`src/hw/rtl/u16u8_pkg.sv`:
```
// ----------------------------------------------------------------------------
// u16u8_pkg
// Shared types, constants and the UTF-8 byte encoder for the UTF-16 to UTF-8
// transcoder.
// ----------------------------------------------------------------------------
package u16u8_pkg;

	typedef enum logic [1:0] {
		STATUS_OK        = 2'd0,
		STATUS_LONE_SURR = 2'd1,
		STATUS_NUL       = 2'd2
	} status_t;

	localparam int unsigned UNIT_W = 16;
	localparam int unsigned CP_W   = 21;

	localparam logic [UNIT_W-1:0] HIGH_FIRST = 16'hd800;
	localparam logic [UNIT_W-1:0] HIGH_LAST  = 16'hdbff;
	localparam logic [UNIT_W-1:0] LOW_FIRST  = 16'hdc00;
	localparam logic [UNIT_W-1:0] LOW_LAST   = 16'hdfff;

	localparam logic [CP_W-1:0] SUPP_BASE = 21'h10000;
	localparam logic [CP_W-1:0] MAX_1B    = 21'h7f;
	localparam logic [CP_W-1:0] MAX_2B    = 21'h7ff;
	localparam logic [CP_W-1:0] MAX_3B    = 21'hffff;

	localparam logic [7:0] LEAD_2B = 8'hc0;
	localparam logic [7:0] LEAD_3B = 8'he0;
	localparam logic [7:0] LEAD_4B = 8'hf0;
	localparam logic [7:0] CONT_B  = 8'h80;

	// bytes in emission order, byte 0 first; last_idx is count minus one
	typedef struct packed {
		logic [3:0][7:0] bytes;
		logic [1:0]      last_idx;
	} utf8_seq_t;

	function automatic utf8_seq_t encode_cp(input logic [CP_W-1:0] cp);
		utf8_seq_t s;
		s.bytes = '0;
		if (cp <= MAX_1B) begin
			s.bytes[0] = cp[7:0];
			s.last_idx = 2'd0;
		end else if (cp <= MAX_2B) begin
			s.bytes[0] = LEAD_2B | {3'b000, cp[10:6]};
			s.bytes[1] = CONT_B | {2'b00, cp[5:0]};
			s.last_idx = 2'd1;
		end else if (cp <= MAX_3B) begin
			s.bytes[0] = LEAD_3B | {4'b0000, cp[15:12]};
			s.bytes[1] = CONT_B | {2'b00, cp[11:6]};
			s.bytes[2] = CONT_B | {2'b00, cp[5:0]};
			s.last_idx = 2'd2;
		end else begin
			s.bytes[0] = LEAD_4B | {5'b00000, cp[20:18]};
			s.bytes[1] = CONT_B | {2'b00, cp[17:12]};
			s.bytes[2] = CONT_B | {2'b00, cp[11:6]};
			s.bytes[3] = CONT_B | {2'b00, cp[5:0]};
			s.last_idx = 2'd3;
		end
		return s;
	endfunction

endpackage

```
`src/hw/rtl/utf16_to_utf8_transcoder_core.sv`:
```
// ----------------------------------------------------------------------------
// utf16_to_utf8_transcoder_core
// Converts a stream of UTF-16 code units into UTF-8 bytes, one byte per
// result, with error results for lone surrogates and NUL units.
// ----------------------------------------------------------------------------
// One code unit is taken per request into an input register, where it is
// decoded against the held surrogate state; its 1 to 4 UTF-8 bytes, or a
// single zero byte for an error, are loaded into a result buffer once it is
// free, and the buffer hands out one byte per cycle while out_ready is high.
// A unit that gives no result (a held high surrogate, or a unit dropped after
// an error) passes without waiting on the result buffer. The output port is
// the limit: a unit takes as many output transfers as it has result bytes, so
// 1 to 3 for a plain unit and 4 for the low half of a surrogate pair, with a
// new unit accepted in the same cycle the previous unit's last byte is taken.
module utf16_to_utf8_transcoder_core (
	input  logic        clk,
	input  logic        arst_n,
	input  logic        in_valid,
	output logic        in_ready,
	input  logic [15:0] code_unit,
	input  logic        string_end,
	output logic        out_valid,
	input  logic        out_ready,
	output logic [7:0]  utf8_byte,
	output logic [1:0]  status,
	output logic        last_of_item,
	output logic        closes_string
);

	// input register
	logic        valid_s1;
	logic [15:0] unit_s1;
	logic        end_s1;

	// surrogate and string state
	logic       high_pending_q;
	logic [9:0] high_bits_q;
	logic       string_failed_q;

	// result buffer
	logic                  valid_s2;
	logic [3:0][7:0]       bytes_s2;
	logic [1:0]            last_idx_s2;
	logic [1:0]            idx_s2;
	u16u8_pkg::status_t    status_s2;
	logic                  end_s2;

	// decode
	logic                  is_high;
	logic                  is_low;
	logic                  emit;
	logic                  err;
	u16u8_pkg::status_t    err_status;
	logic [20:0]           cp;
	u16u8_pkg::utf8_seq_t  seq;
	logic                  nxt_pending;
	logic [9:0]            nxt_high_bits;
	logic                  nxt_failed;
	logic                  buf_free;
	logic                  adv_s1;
	logic                  out_last;

	assign is_high = (unit_s1 >= u16u8_pkg::HIGH_FIRST) && (unit_s1 <= u16u8_pkg::HIGH_LAST);
	assign is_low  = (unit_s1 >= u16u8_pkg::LOW_FIRST) && (unit_s1 <= u16u8_pkg::LOW_LAST);

	// pair: 0x10000 + (high << 10) + low offset
	assign cp = high_pending_q
		? (u16u8_pkg::SUPP_BASE + {1'b0, high_bits_q, unit_s1[9:0]})
		: {5'd0, unit_s1};
	assign seq = u16u8_pkg::encode_cp(cp);

	always_comb begin
		emit          = 1'b0;
		err           = 1'b0;
		err_status    = u16u8_pkg::STATUS_OK;
		nxt_pending   = high_pending_q;
		nxt_high_bits = high_bits_q;
		nxt_failed    = string_failed_q;
		if (string_failed_q) begin
			if (end_s1) begin
				nxt_failed    = 1'b0;
				nxt_pending   = 1'b0;
				nxt_high_bits = '0;
			end
		end else if (high_pending_q) begin
			nxt_pending   = 1'b0;
			nxt_high_bits = '0;
			if (!is_low) begin
				err        = 1'b1;
				err_status = u16u8_pkg::STATUS_LONE_SURR;
			end else begin
				emit = 1'b1;
			end
		end else if (is_high) begin
			if (end_s1) begin
				err        = 1'b1;
				err_status = u16u8_pkg::STATUS_LONE_SURR;
			end else begin
				nxt_pending   = 1'b1;
				nxt_high_bits = unit_s1[9:0];
			end
		end else if (is_low) begin
			err        = 1'b1;
			err_status = u16u8_pkg::STATUS_LONE_SURR;
		end else if (unit_s1 == '0) begin
			err        = 1'b1;
			err_status = u16u8_pkg::STATUS_NUL;
		end else begin
			emit = 1'b1;
		end
		if (err) begin
			nxt_pending   = 1'b0;
			nxt_high_bits = '0;
			nxt_failed    = !end_s1;
		end
	end

	assign out_last = (idx_s2 == last_idx_s2);
	assign buf_free = !valid_s2 || (out_ready && out_last);
	// units with no result never wait on the buffer
	assign adv_s1   = valid_s1 && (buf_free || !(emit || err));
	assign in_ready = !valid_s1 || adv_s1;

	always_ff @(posedge clk or negedge arst_n) begin
		if (!arst_n) begin
			valid_s1 <= 1'b0;
		end else if (in_ready) begin
			valid_s1 <= in_valid;
		end
	end

	always_ff @(posedge clk) begin
		if (in_valid && in_ready) begin
			unit_s1 <= code_unit;
			end_s1  <= string_end;
		end
	end

	always_ff @(posedge clk or negedge arst_n) begin
		if (!arst_n) begin
			high_pending_q  <= 1'b0;
			high_bits_q     <= '0;
			string_failed_q <= 1'b0;
		end else if (adv_s1) begin
			high_pending_q  <= nxt_pending;
			high_bits_q     <= nxt_high_bits;
			string_failed_q <= nxt_failed;
		end
	end

	always_ff @(posedge clk or negedge arst_n) begin
		if (!arst_n) begin
			valid_s2 <= 1'b0;
			idx_s2   <= '0;
		end else if (buf_free) begin
			valid_s2 <= adv_s1 && (emit || err);
			idx_s2   <= '0;
		end else if (out_ready) begin
			idx_s2 <= idx_s2 + 2'd1;
		end
	end

	always_ff @(posedge clk) begin
		if (buf_free && adv_s1 && (emit || err)) begin
			if (err) begin
				bytes_s2    <= '0;
				last_idx_s2 <= '0;
				status_s2   <= err_status;
				end_s2      <= 1'b1;
			end else begin
				bytes_s2    <= seq.bytes;
				last_idx_s2 <= seq.last_idx;
				status_s2   <= u16u8_pkg::STATUS_OK;
				end_s2      <= end_s1;
			end
		end
	end

	assign out_valid     = valid_s2;
	assign utf8_byte     = bytes_s2[idx_s2];
	assign status        = status_s2;
	assign last_of_item  = out_last;
	assign closes_string = out_last && end_s2;

`ifndef SYNTHESIS
	// an error result is always a single closing result
	assert property (@(posedge clk) disable iff (!arst_n)
		(out_valid && (status != u16u8_pkg::STATUS_OK)) |->
		(last_of_item && closes_string && (utf8_byte == 8'd0)))
		else $error("error result is not a single closing zero byte");

	// byte index never passes the last byte of the item
	assert property (@(posedge clk) disable iff (!arst_n)
		valid_s2 |-> (idx_s2 <= last_idx_s2))
		else $error("result byte index out of range");

	// an error clears any held surrogate
	assert property (@(posedge clk) disable iff (!arst_n)
		string_failed_q |-> !high_pending_q)
		else $error("surrogate held in a failed string");

	// a taken non-final byte is followed by the next byte of the same item
	assert property (@(posedge clk) disable iff (!arst_n)
		(out_valid && out_ready && !last_of_item) |=>
		(out_valid && (idx_s2 == $past(idx_s2) + 2'd1)))
		else $error("multi-byte result sequence broken");

	// every byte after the first of an item is a continuation byte
	assert property (@(posedge clk) disable iff (!arst_n)
		(out_valid && (idx_s2 != 2'd0)) |-> (utf8_byte[7:6] == 2'b10))
		else $error("continuation byte malformed");
`endif

endmodule

```
`config.mk`:
```
export PLATFORM = sky130hd
export DESIGN_NAME = utf16_to_utf8_transcoder_core
export DESIGN_NICKNAME = d
export VERILOG_FILES = /design/src/hw/rtl/u16u8_pkg.sv /design/src/hw/rtl/utf16_to_utf8_transcoder_core.sv
export SDC_FILE = /design/constraint.sdc
export NUM_CORES = 1
export LEC_CHECK = 0
export BUFFER_PORTS_ARGS = -buffer_cell sky130_fd_sc_hd__buf_2
export CAP_MARGIN = 10
export CORE_MARGIN = 2
export CORE_UTILIZATION = 23
export DETAILED_ROUTE_END_ITERATION = 8
export MAX_ROUTING_LAYER = met4
export REMOVE_ABC_BUFFERS = 1
export SYNTH_ARGS = -nofsm -noshare
export SYNTH_HDL_FRONTEND = slang
export SYNTH_SLANG_ARGS = --single-unit
```
`constraint.sdc`:
```
create_clock -name clk -period 2.5 [get_ports clk]
set_input_delay 0.375 -clock clk [delete_from_list [all_inputs] [get_ports clk]]
set_output_delay 0.375 -clock clk [all_outputs]
set_load 0.01 [all_outputs]
```
==> qor.txt <==
Synth Register Bits - 66
Run status - completed
Met1 WL - 3.81 mm
Maximum VDD drop - 0.388 mV
DR top layer - met4
Worst min path class - in -> reg
Vias/cell - 4.72
Avg WL per Cell - 15.7 µm
Residual DRC count - 0
Leakage power - 0.00161 µW
Core ar. - 13900 µm²
Mapped cell area - 3300 µm²
Worst R2R Path Depth - 6
Type of origin of the critical path - register
Drt first pass iters - 4
Final GP Congestion - 0.871
Die width - 124 µm
Final core occ - 0.299
Setup Skew - 5.64 ps
Die H - 124 µm
Synth cell types - 49
Placement Rows - 43
Nets - 363
Least-Margin Pin Slew - 527 ps
Cells after synthesis - 281
Global Route Usage Sum - 0.121
Worst R2R End - bytes_s2[2]
Largest net degree at the start of global routing - 34
CTS max path bufs - 2
Clock root buffer - clkbuf_16
Maxcap violations - 0
Post-synth top area share - 0.455
Post-route ant nets - 0
Min Tclk post-route - 2360 ps
Dpl hpwl - 6.20 mm
Commonest non-fill, non-tap cells in the layout - edfxtp_1 (50), buf_2 (34), nand2_1 (30)
Commonest non-fill, non-tap cell in the layout - edfxtp_1
Initial DRC Count - 207
Layout area overhead - 26.4%
Met3 routed WL - 262 µm
Clk pin slew, worst setup/hold paths - 60 ps
Slew Viols, Final - 0
Share of layout cells above drive strength 1 - 0.306
Routed WL - 8.28 mm
Worst Setup SP - high_bits_q[7]
Post-CTS setup buffers - 0
Setup crit end kind - register
FF+latch area - 1900 µm²
CTS tree - yes
Antenna cells - 0
Number of synthesized flops with an enable pin - 50
R2r setup slk - 140 ps
Worst r2r src - high_bits_q[7]
Vias in the first global route - 2430
Final Hold Fails - 0
Area occupied by multi-input gates - 1330 µm²
Primary FF master, synth - edfxtp_1
Pwr per Cell Area - 1420 nW/µm²
Initial antenna violation count - 0
Global-route wire length before repair - 13.3 mm
Skew-Pair Late Insertion Delay - 340 ps
WL met2 - 4.04 mm
Buffers added on ports - 34
Total clock sinks - 66
Fill count - 1399
Hold path depth - 1
Critical path data arrival time - 2550 ps
Post-Place Cell Area - 3850 µm²
Worst Hold Path EP - unit_s1[2]
Maximum clock rate - 424 MHz
Max_slew headroom - 0.639
H-tree Lvls - 3
Initial Util - 0.237
Via count - 2483
Setup violators final - 0
Setup repair after global routing missed its margin - no
Fin crit share - 0.944
Top fanout value on the critical path - 10
CTS Buf Count - 9
Total gr overflow - 0
Register area share after synthesis - 0.577
Ys Warns - 0
Die area - 15300 µm²
Critical path class - reg -> reg
Leading area contributor after synthesis - edfxtp_1
Post-route cell area - 4170 µm²
Synth Area per Inst - 11.7 µm²
HP Start - code_unit[2]
FFs w/ async S/R, synth - 0.242
Num ports - 35
Ranking of synthesized cells by area - edfxtp_1 (46%), dfrtp_1 (12%), mux4_2 (4.8%)
CP required - 2690 ps
stage by stage:
step	cells	hold WS, ps	setup TNS [ps]	setup WS, ps	total power, µW
4_1_cts	525	201	0	42.2	5930
3_5_place_dp	508	320	0	44.4	4680
3_3_place_gp	508	314	0	92.0	4620
6_report	526	210	0	140	5900
2_1_floorplan	268	79.4	-16100	-481	3650
5_1_grt	526	205	0	13.4	6310
timing repair:
item                                   in CTS  in global routing
endpoints found under the hold margin      16                  0
setup endpoints to repair                   0                 25
hold buffers                                1                  0
gates resized for setup                     0                  1
layout make-up:
type / instances / area share
tap: 180 / 0.0541
timing repair buffer: 61 / 0.0931
clock buffer: 9 / 0.0541
multi-input combinational: 196 / 0.319
sequential: 66 / 0.456
clock inverter: 7 / 0.0168
inverter: 7 / 0.00631
flip-flops by register name, indices dropped and copies added (netlist names):
| name | cells |
|---|---|
| valid_s1 | 1 |
| end_s1 | 1 |
| idx_s2 | 2 |
| end_s2 | 1 |
| unit_s1 | 16 |
| high_bits_q | 10 |
| status | 2 |
| string_failed_q | 1 |
| last_idx_s2 | 2 |
| bytes_s2 | 28 |
| out_valid | 1 |
| high_pending_q | 1 |
report_power, final:
part | internal (µW) | leakage, µW | switching, µW | total, µW
clock | 766 | 0.000135 | 465 | 1230
sequential | 1810 | 0.000666 | 304 | 2120
combinational | 1110 | 0.000809 | 1450 | 2550
critical path, stage by stage (launching register included):
cell and delay, ps:
dfrtp_1 400, ha_1 290, or3b_1 400, a22o_4 290
buf_4 170, or4_1 520, a21oi_1 150
cell families after synthesis:
group,synth area share
mux,0.0668
buf+inv,0.0251
flops,0.577
xor+xnor,0.0106
compound gates,0.154
simple gates,0.163
fa+ha+maj,0.00379
per-layer routing:
metal	GRT usage	vias up
met5	-	-
met2	0.186	62
met4	0.0639	0
li1	-	1201
met1	0.152	1207
met3	0.0201	13
cell usage after synthesis, types with 4 or more instances:
master	n
nand2_1	30
nor4_1	4
mux2i_1	4
clkbuf_1	7
o211ai_1	5
edfxtp_1	50
mux4_2	7
a21oi_1	22
a31o_2	10
inv_1	7
o21ai_0	5
nand3_1	11
buf_2	6
nor2_1	25
a22oi_1	8
dfrtp_1	16
nor3_1	4
and3_1	8
and2_1	4
nand2b_1	6
how the worst max path moves through the flow:
stage                           endpoint  cells past startpoint
after detailed placement    bytes_s2[12]                      6
final                        bytes_s2[2]                      6
after global routing        bytes_s2[13]                      5
after CTS                   bytes_s2[12]                      6
after floorplan              bytes_s2[0]                      4
after global placement    last_idx_s2[0]                      6
Note: power is estimated with default switching activity, not from simulation.
